$ cat src/rtl/core/dchs_pkg.sv
// Shared constants, register indexes and controller/datapath interface types.
`default_nettype none

package dchs_pkg;

  localparam int NUM_CHANNELS = 8;
  localparam int DIST_BITS    = 16;
  localparam int FRAC_BITS    = 16;

  localparam int MAX_CHANNELS = 8;
  localparam int CH_W         = (NUM_CHANNELS > 1) ? $clog2(NUM_CHANNELS) : 1;
  localparam int ACT_W        = FRAC_BITS + 1;
  localparam int TIME_W       = 32;
  localparam int PERIOD_W     = 16;
  localparam int FLOOR_W      = 16;
  localparam int MASK_W       = 8;
  localparam int CFG_W        = 16;
  localparam int CFG_IDX_W    = 3;
  localparam int ONTIME_W     = 16;
  localparam int OUT_CH_W     = 3;

  localparam logic [ACT_W-1:0] ACT_ONE = {1'b1, {FRAC_BITS{1'b0}}};

  localparam logic [CFG_IDX_W-1:0] REG_MIN_DIST = 3'd0;
  localparam logic [CFG_IDX_W-1:0] REG_MAX_DIST = 3'd1;
  localparam logic [CFG_IDX_W-1:0] REG_PERIOD   = 3'd2;
  localparam logic [CFG_IDX_W-1:0] REG_FLOOR    = 3'd3;
  localparam logic [CFG_IDX_W-1:0] REG_MASK     = 3'd4;

  localparam logic [DIST_BITS-1:0] RST_MIN_DIST = '0;
  localparam logic [DIST_BITS-1:0] RST_MAX_DIST = '1;
  localparam logic [PERIOD_W-1:0]  RST_PERIOD   = 16'd200;
  localparam logic [FLOOR_W-1:0]   RST_FLOOR    = '0;
  localparam logic [MASK_W-1:0]    RST_MASK     = 8'd241;

  localparam logic [1:0] MODE_IDLE  = 2'd0;
  localparam logic [1:0] MODE_START = 2'd1;
  localparam logic [1:0] MODE_RUN   = 2'd2;

  typedef logic [DIST_BITS-1:0] dist_t;

  typedef struct packed {
    logic            load;
    logic            chan_begin;
    logic            div_start;
    logic            square;
    logic            mul;
    logic            finish;
    logic            emit;
    logic            tick_done;
    logic [CH_W-1:0] ch;
  } dchs_cmd_t;

  typedef struct packed {
    logic chan_en;
    logic need_calc;
    logic div_busy;
    logic out_free;
  } dchs_status_t;

endpackage

`default_nettype wire

$ cat src/rtl/core/dchs_div.sv
// Bit-serial restoring divider that forms the normalized distance ratio.
`default_nettype none

module dchs_div import dchs_pkg::*; (
  input  wire logic                 clk,
  input  wire logic                 rst,
  input  wire logic                 start,
  input  wire logic [DIST_BITS-1:0] gap,
  input  wire logic [DIST_BITS-1:0] span,
  output logic                      busy,
  output logic [FRAC_BITS-1:0]      quotient
);

  localparam int CNT_W = $clog2(FRAC_BITS + 1);

  logic [DIST_BITS:0]   rem;
  logic [DIST_BITS-1:0] span_r;
  logic [CNT_W-1:0]     cnt;
  logic [DIST_BITS:0]   trial;
  logic                 fits;

  assign trial = {rem[DIST_BITS-1:0], 1'b0};
  assign fits  = trial >= {1'b0, span_r};

  always_ff @(posedge clk) begin
    if (rst) begin
      busy <= 1'b0;
      cnt  <= '0;
    end else if (start) begin
      busy <= 1'b1;
      cnt  <= CNT_W'(FRAC_BITS);
    end else if (busy) begin
      cnt <= cnt - 1'b1;
      if (cnt == CNT_W'(1)) begin
        busy <= 1'b0;
      end
    end
  end

  always_ff @(posedge clk) begin
    if (start) begin
      rem      <= {1'b0, gap};
      span_r   <= span;
      quotient <= '0;
    end else if (busy) begin
      rem      <= fits ? (trial - {1'b0, span_r}) : trial;
      quotient <= {quotient[FRAC_BITS-2:0], fits};
    end
  end

endmodule

`default_nettype wire

$ cat src/rtl/core/dchs_datapath.sv
// Configuration, belt and channel state, activation arithmetic and result register.
`default_nettype none

module dchs_datapath import dchs_pkg::*; (
  input  wire logic                 clk,
  input  wire logic                 rst,
  input  wire logic                 cfg_we,
  input  wire logic [CFG_IDX_W-1:0] cfg_index,
  input  wire logic [CFG_W-1:0]     cfg_data,
  input  wire logic [TIME_W-1:0]    now_ms,
  input  wire dist_t                dist_in [MAX_CHANNELS],
  input  wire dchs_cmd_t            cmd,
  output dchs_status_t              status,
  output logic                      result_valid,
  input  wire logic                 result_stall,
  output logic [OUT_CH_W-1:0]       channel,
  output logic                      motor_on,
  output logic [ACT_W-1:0]          intensity,
  output logic                      last
);

  logic [DIST_BITS-1:0] min_dist;
  logic [DIST_BITS-1:0] max_dist;
  logic [PERIOD_W-1:0]  period;
  logic [FLOOR_W-1:0]   floor_q;
  logic [MASK_W-1:0]    en_mask;

  logic [TIME_W-1:0]       cycle_start_time;
  logic [TIME_W-1:0]       next_cycle_time;
  logic                    belt_active;
  logic [NUM_CHANNELS-1:0] channel_active;
  logic [ONTIME_W-1:0]     on_time_ms [NUM_CHANNELS];

  logic [TIME_W-1:0]    now_r;
  dist_t                dist_r [NUM_CHANNELS];
  logic [1:0]           mode_r;
  logic                 any_on;

  logic [ACT_W-1:0]             act_r;
  logic [ACT_W+PERIOD_W-1:0]    ontime_prod;
  logic [2*ACT_W-1:0]           drop_prod;
  logic [ACT_W-1:0]             inten_r;

  dist_t                 d_cur;
  logic                  ge_hi;
  logic                  le_lo;
  logic [DIST_BITS-1:0]  gap;
  logic [DIST_BITS-1:0]  span;
  logic                  div_busy;
  logic [FRAC_BITS-1:0]  ratio;
  logic [2*FRAC_BITS-1:0] ratio_sq;
  logic [TIME_W-1:0]     end_time;
  logic                  expired;
  logic                  cur_active;
  logic                  cur_en;
  logic [ACT_W-1:0]      floor_sat;
  logic [ACT_W:0]        drop;
  logic [ACT_W:0]        inten_full;
  logic                  is_last;
  logic [NUM_CHANNELS-1:0] en_vec;
  logic                  out_free;

  assign en_vec     = en_mask[NUM_CHANNELS-1:0];
  assign d_cur      = dist_r[cmd.ch];
  assign ge_hi      = d_cur >= max_dist;
  assign le_lo      = d_cur <= min_dist;
  assign gap        = max_dist - d_cur;
  assign span       = max_dist - min_dist;
  assign ratio_sq   = (2*FRAC_BITS)'(ratio) * (2*FRAC_BITS)'(ratio);
  assign cur_active = channel_active[cmd.ch];
  assign cur_en     = en_vec[cmd.ch];
  assign end_time   = cycle_start_time + TIME_W'(on_time_ms[cmd.ch]);
  assign expired    = now_r > end_time;
  assign floor_sat  = ({1'b0, floor_q} > ACT_ONE) ? ACT_ONE : ACT_W'(floor_q);
  assign drop       = drop_prod[FRAC_BITS +: ACT_W+1];
  assign inten_full = {1'b0, ACT_ONE} - drop;
  assign out_free   = !result_valid || !result_stall;

  always_comb begin
    is_last = 1'b1;
    for (int j = 0; j < NUM_CHANNELS; j++) begin
      if ((CH_W'(j) > cmd.ch) && en_vec[j]) begin
        is_last = 1'b0;
      end
    end
  end

  always_comb begin
    status.chan_en   = cur_en;
    status.need_calc = cur_en && ((mode_r == MODE_START) ||
                       ((mode_r == MODE_RUN) && cur_active && !expired));
    status.div_busy  = div_busy;
    status.out_free  = out_free;
  end

  dchs_div u_div (
    .clk      (clk),
    .rst      (rst),
    .start    (cmd.div_start),
    .gap      (gap),
    .span     (span),
    .busy     (div_busy),
    .quotient (ratio)
  );

  always_ff @(posedge clk) begin
    if (rst) begin
      min_dist <= RST_MIN_DIST;
      max_dist <= RST_MAX_DIST;
      period   <= RST_PERIOD;
      floor_q  <= RST_FLOOR;
      en_mask  <= RST_MASK;
    end else if (cfg_we) begin
      case (cfg_index)
        REG_MIN_DIST: min_dist <= cfg_data[DIST_BITS-1:0];
        REG_MAX_DIST: max_dist <= cfg_data[DIST_BITS-1:0];
        REG_PERIOD:   period   <= cfg_data[PERIOD_W-1:0];
        REG_FLOOR:    floor_q  <= cfg_data[FLOOR_W-1:0];
        REG_MASK:     en_mask  <= cfg_data[MASK_W-1:0];
        default: ;
      endcase
    end
  end

  always_ff @(posedge clk) begin
    if (rst) begin
      cycle_start_time <= '0;
      next_cycle_time  <= '0;
      belt_active      <= 1'b0;
      channel_active   <= '0;
    end else begin
      if (cmd.chan_begin && (mode_r == MODE_RUN) && cur_active && expired) begin
        channel_active[cmd.ch] <= 1'b0;
      end
      if (cmd.finish && (mode_r == MODE_START)) begin
        channel_active[cmd.ch] <= 1'b1;
      end
      if (cmd.tick_done) begin
        if (mode_r == MODE_START) begin
          belt_active      <= 1'b1;
          cycle_start_time <= next_cycle_time;
          next_cycle_time  <= next_cycle_time + TIME_W'(period);
        end else if ((mode_r == MODE_RUN) && !any_on) begin
          belt_active <= 1'b0;
        end
      end
    end
  end

  always_ff @(posedge clk) begin
    if (cmd.load) begin
      now_r  <= now_ms;
      any_on <= 1'b0;
      for (int i = 0; i < NUM_CHANNELS; i++) begin
        dist_r[i] <= dist_in[i];
      end
      if (!belt_active && (now_ms >= next_cycle_time)) begin
        mode_r <= MODE_START;
      end else if (belt_active) begin
        mode_r <= MODE_RUN;
      end else begin
        mode_r <= MODE_IDLE;
      end
    end
    if (cmd.chan_begin) begin
      inten_r <= '0;
      if ((mode_r == MODE_RUN) && cur_active && !expired) begin
        any_on <= 1'b1;
      end
    end
    if (cmd.square) begin
      if (ge_hi) begin
        act_r <= '0;
      end else if (le_lo) begin
        act_r <= ACT_ONE;
      end else begin
        act_r <= {1'b0, ratio_sq[2*FRAC_BITS-1:FRAC_BITS]};
      end
    end
    if (cmd.mul) begin
      ontime_prod <= (ACT_W+PERIOD_W)'(act_r) * (ACT_W+PERIOD_W)'(period);
      drop_prod   <= (2*ACT_W)'(ACT_ONE - act_r) * (2*ACT_W)'(ACT_ONE - floor_sat);
    end
    if (cmd.finish) begin
      inten_r <= (act_r == '0) ? '0 : inten_full[ACT_W-1:0];
      if (mode_r == MODE_START) begin
        on_time_ms[cmd.ch] <= ontime_prod[FRAC_BITS +: ONTIME_W];
      end
    end
  end

  always_ff @(posedge clk) begin
    if (rst) begin
      result_valid <= 1'b0;
    end else if (cmd.emit) begin
      result_valid <= 1'b1;
    end else if (!result_stall) begin
      result_valid <= 1'b0;
    end
  end

  always_ff @(posedge clk) begin
    if (cmd.emit) begin
      channel   <= OUT_CH_W'(cmd.ch);
      motor_on  <= cur_active;
      intensity <= cur_active ? inten_r : '0;
      last      <= is_last;
    end
  end

  a_emit_when_free: assert property (@(posedge clk) disable iff (rst)
    cmd.emit |-> out_free)
    else $error("A result beat was loaded while the previous one was still held.");

  a_belt_on_at_start: assert property (@(posedge clk) disable iff (rst)
    $rose(belt_active) |-> ($past(cmd.tick_done) && ($past(mode_r) == MODE_START)))
    else $error("The belt switched on outside the end of a cycle-start tick.");

  a_start_all_on: assert property (@(posedge clk) disable iff (rst)
    (cmd.tick_done && (mode_r == MODE_START)) |=>
      ((channel_active & $past(en_vec)) == $past(en_vec)))
    else $error("An enabled channel is off after a cycle-start tick.");

endmodule

`default_nettype wire

$ cat src/rtl/core/dchs_ctrl.sv
// Controller state machine that sequences the channels of one tick.
`default_nettype none

module dchs_ctrl import dchs_pkg::*; (
  input  wire logic         clk,
  input  wire logic         rst,
  input  wire logic         item_valid,
  output logic              item_stall,
  input  wire dchs_status_t status,
  output dchs_cmd_t         cmd
);

  localparam logic [2:0] S_IDLE = 3'd0;
  localparam logic [2:0] S_CHAN = 3'd1;
  localparam logic [2:0] S_DIV  = 3'd2;
  localparam logic [2:0] S_SQ   = 3'd3;
  localparam logic [2:0] S_MUL  = 3'd4;
  localparam logic [2:0] S_FIN  = 3'd5;
  localparam logic [2:0] S_EMIT = 3'd6;
  localparam logic [2:0] S_NEXT = 3'd7;

  logic [2:0]      state;
  logic [2:0]      state_next;
  logic [CH_W-1:0] ch;
  logic [CH_W-1:0] ch_next;
  logic            last_ch;

  assign item_stall = (state != S_IDLE);
  assign last_ch    = (ch == CH_W'(NUM_CHANNELS - 1));

  always_comb begin
    state_next     = state;
    ch_next        = ch;
    cmd            = '0;
    cmd.ch         = ch;
    case (state)
      S_IDLE: begin
        if (item_valid) begin
          cmd.load   = 1'b1;
          ch_next    = '0;
          state_next = S_CHAN;
        end
      end
      S_CHAN: begin
        if (!status.chan_en) begin
          state_next = S_NEXT;
        end else begin
          cmd.chan_begin = 1'b1;
          if (status.need_calc) begin
            cmd.div_start = 1'b1;
            state_next    = S_DIV;
          end else begin
            state_next = S_EMIT;
          end
        end
      end
      S_DIV: begin
        if (!status.div_busy) begin
          state_next = S_SQ;
        end
      end
      S_SQ: begin
        cmd.square = 1'b1;
        state_next = S_MUL;
      end
      S_MUL: begin
        cmd.mul    = 1'b1;
        state_next = S_FIN;
      end
      S_FIN: begin
        cmd.finish = 1'b1;
        state_next = S_EMIT;
      end
      S_EMIT: begin
        if (status.out_free) begin
          cmd.emit   = 1'b1;
          state_next = S_NEXT;
        end
      end
      S_NEXT: begin
        if (last_ch) begin
          cmd.tick_done = 1'b1;
          state_next    = S_IDLE;
        end else begin
          ch_next    = ch + 1'b1;
          state_next = S_CHAN;
        end
      end
      default: begin
        state_next = S_IDLE;
      end
    endcase
  end

  always_ff @(posedge clk) begin
    if (rst) begin
      state <= S_IDLE;
      ch    <= '0;
    end else begin
      state <= state_next;
      ch    <= ch_next;
    end
  end

endmodule

`default_nettype wire

$ cat src/rtl/core/duty_cycle_haptic_scheduler.sv
// Top level of the duty-cycle haptic belt scheduler.
// Each accepted tick carries the time in milliseconds and one distance per motor
// channel, and yields one result beat per enabled channel in ascending order, with
// last set on the highest enabled one. Channels are worked one after another by a
// single bit-serial divider that produces one quotient bit per cycle: a channel
// whose activation is computed (every enabled channel at a cycle start, and every
// channel still on during a cycle) passes through the channel, divide, square,
// multiply, finish, emit and next states, any other enabled channel through the
// channel, emit and next states, and a disabled one through channel and next.
// The next tick is taken once every result of the current one has been loaded
// into the output register. Configuration writes take effect at once and are
// meant for times when no tick is in flight.
`default_nettype none

module duty_cycle_haptic_scheduler import dchs_pkg::*; (
  input  wire logic                 clk,
  input  wire logic                 rst,
  input  wire logic                 cfg_we,
  input  wire logic [CFG_IDX_W-1:0] cfg_index,
  input  wire logic [CFG_W-1:0]     cfg_data,
  input  wire logic                 item_valid,
  output logic                      item_stall,
  input  wire logic [TIME_W-1:0]    now_ms,
  input  wire logic [DIST_BITS-1:0] distance_0,
  input  wire logic [DIST_BITS-1:0] distance_1,
  input  wire logic [DIST_BITS-1:0] distance_2,
  input  wire logic [DIST_BITS-1:0] distance_3,
  input  wire logic [DIST_BITS-1:0] distance_4,
  input  wire logic [DIST_BITS-1:0] distance_5,
  input  wire logic [DIST_BITS-1:0] distance_6,
  input  wire logic [DIST_BITS-1:0] distance_7,
  output logic                      result_valid,
  input  wire logic                 result_stall,
  output logic [OUT_CH_W-1:0]       channel,
  output logic                      motor_on,
  output logic [ACT_W-1:0]          intensity,
  output logic                      last
);

  dist_t        dist_in [MAX_CHANNELS];
  dchs_cmd_t    cmd;
  dchs_status_t status;

  assign dist_in[0] = distance_0;
  assign dist_in[1] = distance_1;
  assign dist_in[2] = distance_2;
  assign dist_in[3] = distance_3;
  assign dist_in[4] = distance_4;
  assign dist_in[5] = distance_5;
  assign dist_in[6] = distance_6;
  assign dist_in[7] = distance_7;

  dchs_ctrl u_ctrl (
    .clk        (clk),
    .rst        (rst),
    .item_valid (item_valid),
    .item_stall (item_stall),
    .status     (status),
    .cmd        (cmd)
  );

  dchs_datapath u_datapath (
    .clk          (clk),
    .rst          (rst),
    .cfg_we       (cfg_we),
    .cfg_index    (cfg_index),
    .cfg_data     (cfg_data),
    .now_ms       (now_ms),
    .dist_in      (dist_in),
    .cmd          (cmd),
    .status       (status),
    .result_valid (result_valid),
    .result_stall (result_stall),
    .channel      (channel),
    .motor_on     (motor_on),
    .intensity    (intensity),
    .last         (last)
  );

endmodule

`default_nettype wire
$ cat config.mk
export PLATFORM = sky130hd
export DESIGN_NAME = duty_cycle_haptic_scheduler
export DESIGN_NICKNAME = d
export VERILOG_FILES = /design/src/rtl/core/dchs_pkg.sv /design/src/rtl/core/dchs_div.sv /design/src/rtl/core/dchs_datapath.sv /design/src/rtl/core/dchs_ctrl.sv /design/src/rtl/core/duty_cycle_haptic_scheduler.sv
export SDC_FILE = /design/constraint.sdc
export NUM_CORES = 2
export LEC_CHECK = 0
export BUFFER_PORTS_ARGS = -buffer_cell sky130_fd_sc_hd__buf_2
export CORE_MARGIN = 1.5
export CORE_UTILIZATION = 55
export CTS_CLUSTER_DIAMETER = 200
export DETAILED_ROUTE_END_ITERATION = 6
export GPL_TIMING_DRIVEN = 0
export PLACE_DENSITY = 0.83
export SETUP_SLACK_MARGIN = 0.15
export SYNTH_ARGS = -nofsm -noshare
export SYNTH_HDL_FRONTEND = slang
export SYNTH_SLANG_ARGS = --single-unit
$ cat constraint.sdc
create_clock -name clk -period 14.62 [get_ports clk]
set_input_delay 1.462 -clock clk [delete_from_list [all_inputs] [get_ports clk]]
set_output_delay 1.462 -clock clk [all_outputs]
set_load 0.03 [all_outputs]
==> impl_metrics.py <==
metrics = {
    "worst_setup_path": {
        "r2r-start": "u_datapath.floor_q[0]$_SDFFE_PP0P_",
        "arrival_ns": 10.37,
        "critPathKind": "reg2reg",
        "max_stage_delay_ns": 1.07,
        "critPathRequiredTime_ns": 14.94,
        "critPathLaunchType": "flop",
        "reg2reg_to": "u_datapath.drop_prod[29]$_DFFE_PP_",
        "crit_buf_inv": 9,
        "cp_slowest_cell": "xnor2_1",
        "rr_worst_depth": 29,
        "path_delay_family": "adder cells",
        "crit_path_max_fanout": 10,
        "end_kind": "flop",
        "reg2reg_slack_ns": 4.57,
    },
    "floorplanning": {
        "core_area_um2": 96850,
        "start_util": 0.5562,
        "die_h_um": 315.9,
        "pin_count": 208,
        "die_w_um": 315.9,
        "rows": 114,
        "die_area_um2": 99820,
    },
    "worst_hold_path": {
        "hp-class": "reg2reg",
        "whs_endpoint": "u_datapath.min_dist[13]$_SDFFE_PP0P_",
        "worstHoldStart": "u_datapath.min_dist[13]$_SDFFE_PP0P_",
        "hold_depth": 2,
    },
    "logic_synthesis": {
        "avgSynthCellArea_um2": 10.20,
        "syn_inst": 5280,
        "async_reset_ff_frac": 0,
        "ys_seq_area_frac": 0.2953,
        "synth_edf_count": 411,
        "synth_cell_types": 75,
        "synth-warning-count": 0,
        "synth_ff_type": "edfxtp_1",
        "synth.ff_latch_count": 589,
        "synth_area_um2": 53860,
        "synth_nets": 6590,
    },
    "global_route": {
        "met1_usage": 0.3547,
        "grtUsageTotal": 0.2894,
        "grt_overflow": 0,
        "antenna_found_initial": 27,
        "grt_busiest_layer": "met2",
        "global_route.usage.met2": 0.4824,
        "first_global_vias": 41500,
        "grt_max_degree": 95,
        "grt_pass1_wl_um": 223100,
        "grt_util_met3": 0.06690,
    },
    "placed_design": {
        "dp_hpwl_um": 112500,
        "dpl_cell_area_um2": 56690,
        "numPortBuffers": 206,
        "gp_congestion": 0.9808,
        "dp.cells": 6771,
    },
    "layout": {
        "fillers": 7582,
        "nets": 6864,
        "final_cell_area_um2": 58680,
        "regArea_um2": 15910,
        "multiInputGateArea_um2": 33600,
        "fin_util": 0.6059,
        "final_common_cell": "inv_1",
        "mostFrequentLayoutCells": "970 x inv_1, 663 x fa_1, 653 x nand2_1, 463 x ha_1, 411 x edfxtp_1",
        "stdcell_count": 6894,
        "syn_to_final_growth_pct": 8.945,
        "drive_gt1_frac": 0.07799,
    },
    "power": {
        "total_leakage_power_uw": 0.02609,
        "p_comb_frac": 0.622,
        "ir_drop_mv": 0.4620,
        "p_switching_uw": 4858,
        "seq_power_share": 0.230,
        "p_sw_frac": 0.4688,
        "pwr-share-clk": 0.148,
        "intPower_uw": 5505,
        "cellPowerDensity_nw_per_um2": 176.6,
    },
    "routing": {
        "num_vias": 39360,
        "avgRoutedWirePerCell_um": 20.49,
        "via_per_inst": 5.709,
        "wirelength_um": 141200,
        "drt_drc_violations_left": 24,
        "detail-route-antenna-nets": 0,
        "dr.pass1.iters": 7,
        "dr.first_iter.drc_count": 3503,
    },
    "clocking": {
        "cts_setup_buffers": 0,
        "htree_num_levels": 2,
        "cts_tree": "built",
        "cts.clk_slew.worst_paths_ns": 0.06,
        "cts_root_buf": "clkbuf_16",
        "worstSkewPairLatency_ns": 0.68,
        "clock-sinks": 589,
        "cts_buffers": 57,
        "ctsHoldBuffers": 0,
        "postCtsResizedCells": 0,
        "max-clock-path-buffers": 3,
    },
    "sta": {
        "finalClockSkew_ns": 0.05523,
        "rsz0062_at_grt": "false",
        "slew_violations": 0,
        "max-slew-margin-rel": 0.008264,
        "period_share": 0.6875,
        "setup-tns-final_ns": 0,
        "finalHoldViolCount": 0,
        "worstMarginPinSlew_ns": 1.477,
        "fmax_mhz": 99.48,
        "setup_viol": 0,
        "period_needed_ns": 10.05,
    },
    "run": {
        "drv_cap": 1,
    },
    "status": {
        "status": "finished, violations left",
        "violations": "design-rule violations, max-capacitance violations",
    },
}
==> worst register-to-register path: cells and delay by family (launching register included) <==
family,cells,cell delay [ns]
compound gates,5,1.75
fa+ha+maj,8,3.57
flops,1,0.30
simple gates,5,0.93
buf+inv,9,1.74
xor+xnor,2,1.46
==> registers in the layout, indices dropped and copies added (netlist names), 3 cells and up, named ones only <==
register	cells
u_ctrl.ch	3
u_ctrl.state	3
u_datapath.act_r	17
u_datapath.channel	3
u_datapath.channel_active	8
u_datapath.cycle_start_time	32
u_datapath.dist_r	128
u_datapath.drop_prod	17
u_datapath.en_mask	8
u_datapath.floor_q	16
u_datapath.inten_r	17
u_datapath.intensity	17
u_datapath.max_dist	16
u_datapath.min_dist	16
u_datapath.next_cycle_time	32
u_datapath.now_r	32
u_datapath.on_time_ms	128
u_datapath.ontime_prod	16
u_datapath.period	16
u_datapath.u_div.cnt	5
u_datapath.u_div.quotient	16
u_datapath.u_div.rem	16
u_datapath.u_div.span_r	16
==> layer usage <==
layer,vias to the layer above,wire [um]
met5,-,217
met4,28,7550
met3,488,13910
met2,1869,67300
met1,19360,52260
li1,17610,-
==> cells in the mapped netlist, drive strengths merged (7+ instances only) <==
master	number	area, um2
or3	25	156.4
clkbuf	162	608.1
nand4	35	219.0
a211oi	17	127.6
ha	463	5793
o2111ai	9	78.83
mux2i	51	510.5
o31ai	14	118.9
fa	663	13270
a21o	67	503.0
o21a	30	225.2
a21oi	222	1111
nor4	10	62.56
o211ai	18	135.1
nand2	653	2451
a211o	10	87.58
mux2	19	214.0
a21boi	14	105.1
and2	182	1139
or4	11	90.08
buf	26	121.4
nor3	56	280.3
nand3	43	215.2
nor2	330	1239
o21ai	75	375.4
xor2	87	762.0
and4	13	113.9
dfxtp	178	3563
inv	971	3645
and3	20	125.1
xnor2	122	1069
nand3b	30	225.2
nand2b	22	137.6
edfxtp	411	12340
mux4	66	1486
nor2b	49	306.5
or2	16	100.1
o31a	7	61.31
a31oi	13	81.33
==> power by group through the flow <==
stage          registers, uW  clock network (uW)  logic [uW]
2_1_floorplan           2390                   0        4190
3_3_place_gp            2440                   0        6130
3_5_place_dp            2410                   0        6330
4_1_cts                 2380                1540        6390
5_1_grt                 2400                1600        7180
6_report                2390                1530        6440
==> kinds of logic after synthesis <==
family | Yosys count | share of synthesized area
simple gates | 1508 | 0.1293
xor+xnor | 210 | 0.03440
compound gates | 549 | 0.06458
fa+ha+maj | 1126 | 0.3540
buf+inv | 1162 | 0.08142
mux | 136 | 0.04105
flops | 589 | 0.2953
==> layout make-up <==
class,instances,area share
diodes,15,0.0006396
repair buffers,215,0.02032
well taps,1276,0.02721
multi-input cells,3529,0.5726
plain buffers,188,0.01245
clock buffers,66,0.02563
clock inverters,42,0.007697
inverters,974,0.06239
flip-flops and latches,589,0.2710
==> worst max-delay path by stage <==
stage	from	endpoint	cells after the start
4_1_cts	flop	u_datapath.u_div.span_r[4]$_DFFE_PP_	27
5_1_grt	u_datapath.floor_q[0]$_SDFFE_PP0P_	u_datapath.drop_prod[29]$_DFFE_PP_	29
6_report	u_datapath.floor_q[0]$_SDFFE_PP0P_	u_datapath.drop_prod[29]$_DFFE_PP_	29
3_5_place_dp	flop	u_datapath.u_div.span_r[0]$_DFFE_PP_	27
3_3_place_gp	flop	u_datapath.u_div.span_r[0]$_DFFE_PP_	27
2_1_floorplan	u_datapath.act_r[5]$_SDFFCE_PP0P_	u_datapath.drop_prod[29]$_DFFE_PP_	27
==> through the flow <==
stage,setup slack [ns],power [uW],hold slack (ns)
3_5_place_dp,4.582,8747,0.4472
3_3_place_gp,4.802,8575,0.4398
6_report,4.568,10360,0.4569
4_1_cts,4.554,10310,0.4562
5_1_grt,4.141,11180,0.4794
2_1_floorplan,6.558,6580,0.4234
No activity file was read; power rests on OpenSTA's default activity.
